### config.mk
export PLATFORM = sky130hd
export DESIGN_NAME = bts_axis
export DESIGN_NICKNAME = d
export VERILOG_FILES = /design/src/hdl/bts_pkg.sv /design/src/hdl/bts_axis.sv
export SDC_FILE = /design/constraint.sdc
export NUM_CORES = 2
export LEC_CHECK = 0
export BUFFER_PORTS_ARGS = -buffer_cell sky130_fd_sc_hd__buf_2
export CAP_MARGIN = 15
export CORE_UTILIZATION = 60
export DETAILED_ROUTE_END_ITERATION = 12
export PLACE_DENSITY_LB_ADDON = 0.2
export SLEW_MARGIN = 20
export SYNTH_ARGS = -nofsm -noshare
export SYNTH_HDL_FRONTEND = slang
export SYNTH_SLANG_ARGS = --single-unit
export TNS_END_PERCENT = 30
### constraint.sdc
create_clock -name i_clk -period 22.4 [get_ports i_clk]
set_input_delay 6.72 -clock i_clk [delete_from_list [all_inputs] [get_ports i_clk]]
set_output_delay 6.72 -clock i_clk [all_outputs]
set_load 0.02 [all_outputs]
### src/hdl/bts_pkg.sv
`timescale 1ns / 1ps
// ----------------------------------------------------------------------------
// bts_pkg
// Shared types and constants of the bilinear texture sampler.
// ----------------------------------------------------------------------------
package bts_pkg;

    localparam int SIDE_BITS  = 9;
    localparam int COORD_BITS = 24;
    localparam int FRAC_BITS  = 16;
    localparam int WT_BITS    = 17;
    localparam int MAG_BITS   = 17;
    localparam int DIV_BITS   = MAG_BITS;
    localparam int AX_LAT     = DIV_BITS + 3;

    typedef logic [1:0] t_wrap;
    localparam t_wrap WRAP_CLAMP  = 2'd0;
    localparam t_wrap WRAP_REPEAT = 2'd1;
    localparam t_wrap WRAP_MIRROR = 2'd2;

    typedef logic [7:0] t_cfg_idx;
    localparam t_cfg_idx CFG_WRAP_H  = 8'd0;
    localparam t_cfg_idx CFG_WRAP_V  = 8'd1;
    localparam t_cfg_idx CFG_WIDTH   = 8'd2;
    localparam t_cfg_idx CFG_HEIGHT  = 8'd3;
    localparam t_cfg_idx CFG_CHANNEL = 8'd4;
    localparam t_cfg_idx CFG_FORMAT  = 8'd5;

    localparam logic OP_WRITE  = 1'b0;
    localparam logic OP_SAMPLE = 1'b1;

    localparam logic [2:0] CH_GRAY = 3'd1;
    localparam logic [2:0] CH_RGB  = 3'd3;
    localparam logic [2:0] CH_RGBA = 3'd4;

    typedef struct packed {
        logic                 clo;
        logic                 chi;
        logic [SIDE_BITS-1:0] fl;
        logic [FRAC_BITS-1:0] frac;
        logic                 neg_a;
        logic                 neg_b;
    } t_ax_side;

endpackage

### src/hdl/bts_axis.sv
`timescale 1ns / 1ps
// ----------------------------------------------------------------------------
// bts_axis
// Pipelined coordinate mapping of one axis: two texel indices and the weight
// of the first, with clamp, repeat or mirrored-repeat addressing.
// ----------------------------------------------------------------------------
module bts_axis (
    input  logic                                 i_clk,
    input  bts_pkg::t_wrap                       i_mode,
    input  logic [bts_pkg::SIDE_BITS-1:0]        i_side,
    input  logic signed [bts_pkg::COORD_BITS-1:0] i_coord,
    output logic [bts_pkg::SIDE_BITS-1:0]        o_idx_a,
    output logic [bts_pkg::SIDE_BITS-1:0]        o_idx_b,
    output logic [bts_pkg::WT_BITS-1:0]          o_weight
);
    import bts_pkg::*;

    logic signed [SIDE_BITS+COORD_BITS:0] r_prod;
    logic signed [SIDE_BITS+COORD_BITS+1:0] p;
    logic signed [18:0] fl;
    logic signed [18:0] fl_b;
    logic signed [18:0] side_m1;
    logic [SIDE_BITS-1:0] sm1;
    t_ax_side n_side;
    logic [18:0] mag_a;
    logic [18:0] mag_b;

    t_ax_side            r_side  [DIV_BITS+1];
    logic [MAG_BITS-1:0] r_mag_a [DIV_BITS+1];
    logic [MAG_BITS-1:0] r_mag_b [DIV_BITS+1];
    logic [SIDE_BITS-1:0] r_rem_a [DIV_BITS+1];
    logic [SIDE_BITS-1:0] r_rem_b [DIV_BITS+1];
    logic                r_q_a   [DIV_BITS+1];
    logic                r_q_b   [DIV_BITS+1];

    logic [SIDE_BITS-1:0] n_idx_a, n_idx_b, r_idx_a, r_idx_b;
    logic [WT_BITS-1:0]   n_weight, r_weight;

    always_ff @(posedge i_clk) begin
        r_prod <= $signed({1'b0, i_side}) * i_coord;
    end

    assign sm1 = i_side - SIDE_BITS'(1);

    always_comb begin
        p        = (SIDE_BITS+COORD_BITS+2)'(r_prod) - 35'sd32768;
        fl       = p[SIDE_BITS+COORD_BITS+1:FRAC_BITS];
        fl_b     = fl + 19'sd1;
        side_m1  = $signed({10'd0, sm1});
        mag_a    = fl[18] ? ~fl : fl;
        mag_b    = fl_b[18] ? ~fl_b : fl_b;
        n_side.clo   = p[SIDE_BITS+COORD_BITS+1] || (p == '0);
        n_side.chi   = (fl >= side_m1);
        n_side.fl    = fl[SIDE_BITS-1:0];
        n_side.frac  = p[FRAC_BITS-1:0];
        n_side.neg_a = fl[18];
        n_side.neg_b = fl_b[18];
    end

    always_ff @(posedge i_clk) begin
        r_side[0]  <= n_side;
        r_mag_a[0] <= mag_a[MAG_BITS-1:0];
        r_mag_b[0] <= mag_b[MAG_BITS-1:0];
        r_rem_a[0] <= '0;
        r_rem_b[0] <= '0;
        r_q_a[0]   <= 1'b0;
        r_q_b[0]   <= 1'b0;
    end

    for (genvar k = 1; k <= DIV_BITS; k++) begin : g_div
        logic [SIDE_BITS:0] t_a;
        logic [SIDE_BITS:0] t_b;
        logic               ge_a;
        logic               ge_b;

        assign t_a  = {r_rem_a[k-1], r_mag_a[k-1][DIV_BITS-k]};
        assign t_b  = {r_rem_b[k-1], r_mag_b[k-1][DIV_BITS-k]};
        assign ge_a = (t_a >= {1'b0, i_side});
        assign ge_b = (t_b >= {1'b0, i_side});

        always_ff @(posedge i_clk) begin
            r_side[k]  <= r_side[k-1];
            r_mag_a[k] <= r_mag_a[k-1];
            r_mag_b[k] <= r_mag_b[k-1];
            r_rem_a[k] <= ge_a ? SIDE_BITS'(t_a - {1'b0, i_side}) : t_a[SIDE_BITS-1:0];
            r_rem_b[k] <= ge_b ? SIDE_BITS'(t_b - {1'b0, i_side}) : t_b[SIDE_BITS-1:0];
            r_q_a[k]   <= ge_a;
            r_q_b[k]   <= ge_b;
        end
    end

    always_comb begin
        n_idx_a  = '0;
        n_idx_b  = '0;
        n_weight = WT_BITS'(17'h10000) - {1'b0, r_side[DIV_BITS].frac};
        unique case (i_mode)
            WRAP_CLAMP: begin
                if (r_side[DIV_BITS].clo) begin
                    n_weight = '0;
                end else if (r_side[DIV_BITS].chi) begin
                    n_idx_a  = sm1;
                    n_idx_b  = sm1;
                    n_weight = '0;
                end else begin
                    n_idx_a = r_side[DIV_BITS].fl;
                    n_idx_b = r_side[DIV_BITS].fl + SIDE_BITS'(1);
                end
            end
            WRAP_REPEAT: begin
                n_idx_a = r_side[DIV_BITS].neg_a ? sm1 - r_rem_a[DIV_BITS] : r_rem_a[DIV_BITS];
                n_idx_b = r_side[DIV_BITS].neg_b ? sm1 - r_rem_b[DIV_BITS] : r_rem_b[DIV_BITS];
            end
            WRAP_MIRROR: begin
                n_idx_a = r_q_a[DIV_BITS] ? sm1 - r_rem_a[DIV_BITS] : r_rem_a[DIV_BITS];
                n_idx_b = r_q_b[DIV_BITS] ? sm1 - r_rem_b[DIV_BITS] : r_rem_b[DIV_BITS];
            end
            default: begin
                n_weight = '0;
            end
        endcase
    end

    always_ff @(posedge i_clk) begin
        r_idx_a  <= n_idx_a;
        r_idx_b  <= n_idx_b;
        r_weight <= n_weight;
    end

    assign o_idx_a  = r_idx_a;
    assign o_idx_b  = r_idx_b;
    assign o_weight = r_weight;
endmodule

[Word-level counts from Yosys, hierarchy flattened]
Memories as Yosys holds them, arrays and structs flattened.
Cells that the tools add are included.
Storage, ports and cells
  bits of input ports: 36
  ROM bits: 0
  latch bits: 0
  memory bits (writable): 1494
  memories: 7
  bits in registers: 69
Memories
  r_side: depth 18, width 29, rd ports 18, clocked after memory_dff 0, write ports 18, line bts_axis.sv:28  | t_ax_side r_side [DIV_BITS+1];
  r_mag_a: depth 18, width 17, rd ports 17, clocked after memory_dff 0, write ports 18, line bts_axis.sv:29  | logic [MAG_BITS-1:0] r_mag_a [DIV_BITS+1];
  r_mag_b: depth 18, width 17, rd ports 17, clocked after memory_dff 0, write ports 18, line bts_axis.sv:30  | logic [MAG_BITS-1:0] r_mag_b [DIV_BITS+1];
  r_rem_a: depth 18, width 9, rd ports 18, clocked after memory_dff 0, write ports 18, line bts_axis.sv:31  | logic [SIDE_BITS-1:0] r_rem_a [DIV_BITS+1];
  r_rem_b: depth 18, width 9, rd ports 18, clocked after memory_dff 0, write ports 18, line bts_axis.sv:32  | logic [SIDE_BITS-1:0] r_rem_b [DIV_BITS+1];
  r_q_a: depth 18, width 1, rd ports 1, clocked after memory_dff 0, write ports 18, line bts_axis.sv:33  | logic r_q_a [DIV_BITS+1];
  1 more memories
Operators by class
  add/sub/neg operators: 41
  $lt $le $gt $ge: 35
  reduce and logical (&&, ||, !) cells: 4
  shift-type cells: 0
  divide/modulo/power cells: 0
  bitwise gates (word level): 2
  multiplexer cells: 49
  eq/ne operators: 2
  $mul: 1
Operator list (number)
  $mux W9: 42
  $ge A10 B9 Y1: 34
  $sub A9 B9 Y9: 36
  $mux W17: 4
  $pmux W9 S3: 2
  $logic_not A35 Y1: 1
  $sub A34 B17 Y35 const B: 1
  $mul A10 B24 Y34: 1
  $not A17 Y17: 2
  $pmux W17 S2: 1
  $add A19 B2 Y19 const B: 1
  $ge A19 B10 Y1: 1
  $sub A17 B16 Y17 const A: 1
  $add A9 B1 Y9 const B: 1
  $sub A9 B1 Y9 const B: 1
  $eq A2 B1 Y1 const B: 1
  $eq A2 B2 Y1 const B: 1
  $logic_not A2 Y1: 1
  $reduce_or A2 Y1: 1
  $logic_or A1 B1 Y1: 1

[Depth between registers and ports, before layout]
An unclocked memory read counts as a cell.
  word-level depth: 5
  gate-level depth with buffers: 22
  depth with buffers taken out: 20

[Least setup slack after synthesis]
No wires, ideal clock.
  path kind: input to register
  from: in i_side[3] in the netlist's numbering
  to: reg r_prod[33]
  buffers on the path: 2
  path slack: 10.295 ns
  cell stages on the path: 22
  arrival time: 12.027 ns
  path through: clkbuf_1 > buf_1 > nand2_1 > fa_1 > inv_1 > fa_1 > inv_1 > fa_1 > inv_1 > fa_1 > inv_1 > fa_1 > inv_1 > ha_1 > a21oi_1 > o21ai_0 > a21o_1 > a221o_1 > a211oi_1 > o21ai_0 > and3b_1 > nor3_1
Between the ends
  cells in the longest elaborated chain, start to end: 1
Ends and longest elaborated chain
  from (decl): line bts_axis.sv:10  | input logic [bts_pkg::SIDE_BITS-1:0] i_side,
  $mul A10 B24 Y34: line bts_axis.sv:40  | r_prod <= $signed({1'b0, i_side}) * i_coord;
  to (signal assigned): line bts_axis.sv:40
  to (decl): line bts_axis.sv:18  | logic signed [SIDE_BITS+COORD_BITS:0] r_prod;
No other way between the ends.

[Worst setup path in the final report]
Same ends and word-level chain as after synthesis.

==> impl_metrics.json <==
{
  "status": "complete, no violations",
  "wire_per_inst_um": 16.2,
  "core_mm2": 0.0809,
  "comb_power_share": 0.388,
  "area_growth_pct": 10.9,
  "antenna_found_initial": 2,
  "synth_simple_gate_area_frac": 0.113,
  "drt_iter0_drc": 1474,
  "crit_slowest_cell": "fa_1",
  "slowest_delay_ps": 560,
  "cts_hold_buffers": 0,
  "required_ps": 22990,
  "rows": 104,
  "multi_input_area_mm2": 0.0236,
  "htreeDepth": 3,
  "track_usage": 0.235,
  "nets": 5331,
  "muxShareOfSynthArea": 0.0184,
  "fp.dieArea_mm2": 0.0834,
  "synth_edf_count": 0,
  "critPathArrivalTime_ps": 12470,
  "portBuffers": 70,
  "ys.flop_type": "dfxtp_1",
  "synthAdderAreaFrac": 0.187,
  "synth_area_mm2": 0.0493,
  "fin_worst_skew_ps": 60.9,
  "setup_tns_ps": 0,
  "place_congestion": 0.888,
  "endpoint_kind": "flip-flop",
  "slew_viol_final": 0,
  "drc": 0,
  "syn_avg_cell_area_um2": 10.8,
  "synth-compound-area-share": 0.102,
  "die_w_um": 289,
  "pwr-share-clk": 0.213,
  "seq_power_share": 0.399,
  "floorplan.die.height_um": 289,
  "max_freq_ghz": 0.0842,
  "cts_resized": 0,
  "final.setup.worst_slack_ps": 10530,
  "hold_path_class": "flip-flop to flip-flop",
  "grt_pass1_wl_um": 158000,
  "yosys_register_bits": 1205,
  "pre_cts_slack_ps": 9900,
  "worstSkewPairLatency_ps": 690,
  "synth_xor_area_frac": 0.0575,
  "hpwl_um": 63700,
  "fillers": 6145,
  "initial_core_util": 0.610,
  "synthArstFlopShare": 0,
  "power_density_mw_per_mm2": 169,
  "synth.distinct_cells": 74,
  "hold_viol": 0,
  "tightest_slew_ps": 1090,
  "vias_per_cell": 5.36,
  "drt-pass1-iter-count": 5,
  "root_buffer": "clkbuf_16",
  "cp_max_fo": 28,
  "critical_path_buf_inv_count": 6,
  "syn_nets": 5226,
  "grt_pass1_vias": 32100,
  "fin_crit_sh": 0.530,
  "cts.sinks": 1205,
  "setup_viol": 0,
  "ys_seq_area_frac": 0.489,
  "ir_drop_uv": 146,
  "p_leak_nw": 25.0,
  "cts_inserted_buffers": 109,
  "io_pins": 71,
  "routed_wl_um": 94700,
  "regArea_mm2": 0.0241,
  "worstSetupPathType": "input port to flip-flop",
  "cts_buffer_depth": 3,
  "cap_violations": 0,
  "path_cells": "buf_2 > nand2_1 > fa_1 > inv_1 > fa_1 > inv_1 > fa_1 > inv_1 > fa_1 > inv_1 > fa_1 > inv_1 > ha_1 > a21oi_1 > o21ai_0 > a21o_1 > a221o_1 > a211oi_1 > o21ai_0 > and3b_1 > nor3_1",
  "period_needed_ps": 11870,
  "slew_headroom": 0.276,
  "drive_above_1_share": 0.0804,
  "ys_warn_count": 0,
  "syn_inst": 4578,
  "p_int_mw": 6.02,
  "post_cts_buffers": 0,
  "p_sw_mw": 3.21,
  "vias": 31300,
  "crit_family": "adder cells",
  "overflow": 0,
  "critPathLaunchType": "input port",
  "grt_start_max_net_pins": 43,
  "antenna_cells": 0,
  "ant_nets": 0,
  "path_clk_slew_ps": 70,
  "rsz0062_at_grt": "false",
  "synth_top_family_by_area": "adder cells",
  "cts_tree": "yes",
  "p_sw_frac": 0.348
}
-- cells by family after synthesis --
| logic type | count (synthesis) |
|---|---|
| adders and majority gates | 612 |
| xor gates and xnor gates | 323 |
| AOI/OAI and AO/OA | 830 |
| DFF | 1205 |
| buffers and inverters | 428 |
| and+or+nand+nor | 1099 |
| muxes | 81 |
-- power groups by stage --
stage / clock [mW] / sequential (mW) / combinational [mW]
final: 1.97 / 3.68 / 3.58
after detailed placement: 0 / 3.70 / 3.53
after global routing: 2.10 / 3.79 / 4.07
after global placement: 0 / 3.67 / 3.46
after CTS: 2.01 / 3.70 / 3.58
after floorplan: 0 / 3.54 / 2.88
-- flip-flops by register name, indices dropped and copies added, names as in the netlist --
register and flops:
r_mag_a 153, r_rem_b 153, r_q_b 1, r_prod 34, r_q_a 1, o_idx_b 9
r_rem_a 153, o_weight 17, r_side 522, r_mag_b 153, o_idx_a 9
-- Yosys cell counts (all sizes together) (6+ instances only) --
cell     count  share of area
nor4        17         0.0026
o31ai       38         0.0059
or4         10         0.0016
and2       111          0.014
o22ai        8         0.0010
buf         17         0.0017
or3         25         0.0033
xor2       119          0.021
fa         212          0.086
clkbuf      74         0.0056
o21ai      137          0.014
a211oi      36         0.0055
o21a         7         0.0011
nand4       78         0.0099
nor3        40         0.0043
a21oi      364          0.037
nor2b      137          0.017
nor2       308          0.024
and3        10         0.0013
a41oi        6         0.0011
dfxtp     1205           0.49
ha         400           0.10
nand3       32         0.0032
xnor2      204          0.036
a21o       145          0.022
or2         13         0.0016
nand2      228          0.017
o41ai       11         0.0020
inv        335          0.025
a31oi       24         0.0030
a2111oi     20         0.0035
nand2b      77         0.0098
mux2        77          0.018
-- worst register-to-register path, delay by kind of cell (launching register included) --
kind / cells / cell delay (ps)
and+or+nand+nor: 6 / 2150
AOI/OAI and AO/OA: 1 / 440
DFF: 1 / 460
adders and majority gates: 2 / 500
buffers and inverters: 2 / 270
-- metrics by stage --
stage | instances | util | power, mW | hold slack (ps) | area, um2
2_1_floorplan | 4578 | - | 6.42 | 310 | 49300
3_3_place_gp | 5632 | 0.627 | 7.14 | 310 | 50800
3_5_place_dp | 5632 | 0.627 | 7.23 | 312 | 50800
4_1_cts | 5834 | 0.676 | 9.29 | 288 | 54700
5_1_grt | 5834 | 0.676 | 9.96 | 289 | 54700
6_report | 5834 | 0.676 | 9.23 | 298 | 54700
-- cells in the final DEF, fill, tap and decap left out, types with 17 or more instances in the layout --
cell and instances:
buf_4 17, nand2b_1 77, a31oi_1 24, a2111oi_0 20
or3_1 24, nor3_1 39, xor2_1 118, o21ai_0 136
a21o_1 145, fa_1 212, clkbuf_16 109, inv_1 329
mux2_2 77, xnor2_1 204, buf_2 68, nor2_1 305
clkinv_2 18, bufinv_16 17, nor2b_1 137, dfxtp_1 1205
a211oi_1 36, a21oi_1 364, nand3_1 32, clkbuf_8 17
nand4_1 78, o31ai_1 37, nand2_1 226, ha_1 400
and2_1 111
-- cell type report --
cell class | instances | share of cell area
clock inverter | 61 | 0.0169
tap | 1060 | 0.0242
timing repair buffer | 85 | 0.00855
clock buffer | 141 | 0.0551
inverter | 337 | 0.0231
sequential | 1205 | 0.441
multi-input combinational | 2945 | 0.431
-- metal layers --
layer	up-vias	global-route usage	routed length, um
met4	0	0.0866	3260
met5	-	0	0
li1	15700	-	-
met1	14800	0.302	42500
met2	623	0.400	44900
met3	204	0.0328	4070
-- worst paths after layout --
kind                                      from             end  slack [ps]  depth (start not counted)
worst min register to register  r_mag_b[2][13]  r_mag_b[3][13]         300                          0
worst max register to register      r_prod[15]   r_side[0][28]       18440                         11
worst min-delay path            r_mag_b[2][13]  r_mag_b[3][13]         300                          0
worst max-delay path                 i_side[3]      r_prod[33]       10530                         21
Power figures use the tool's default switching activity.
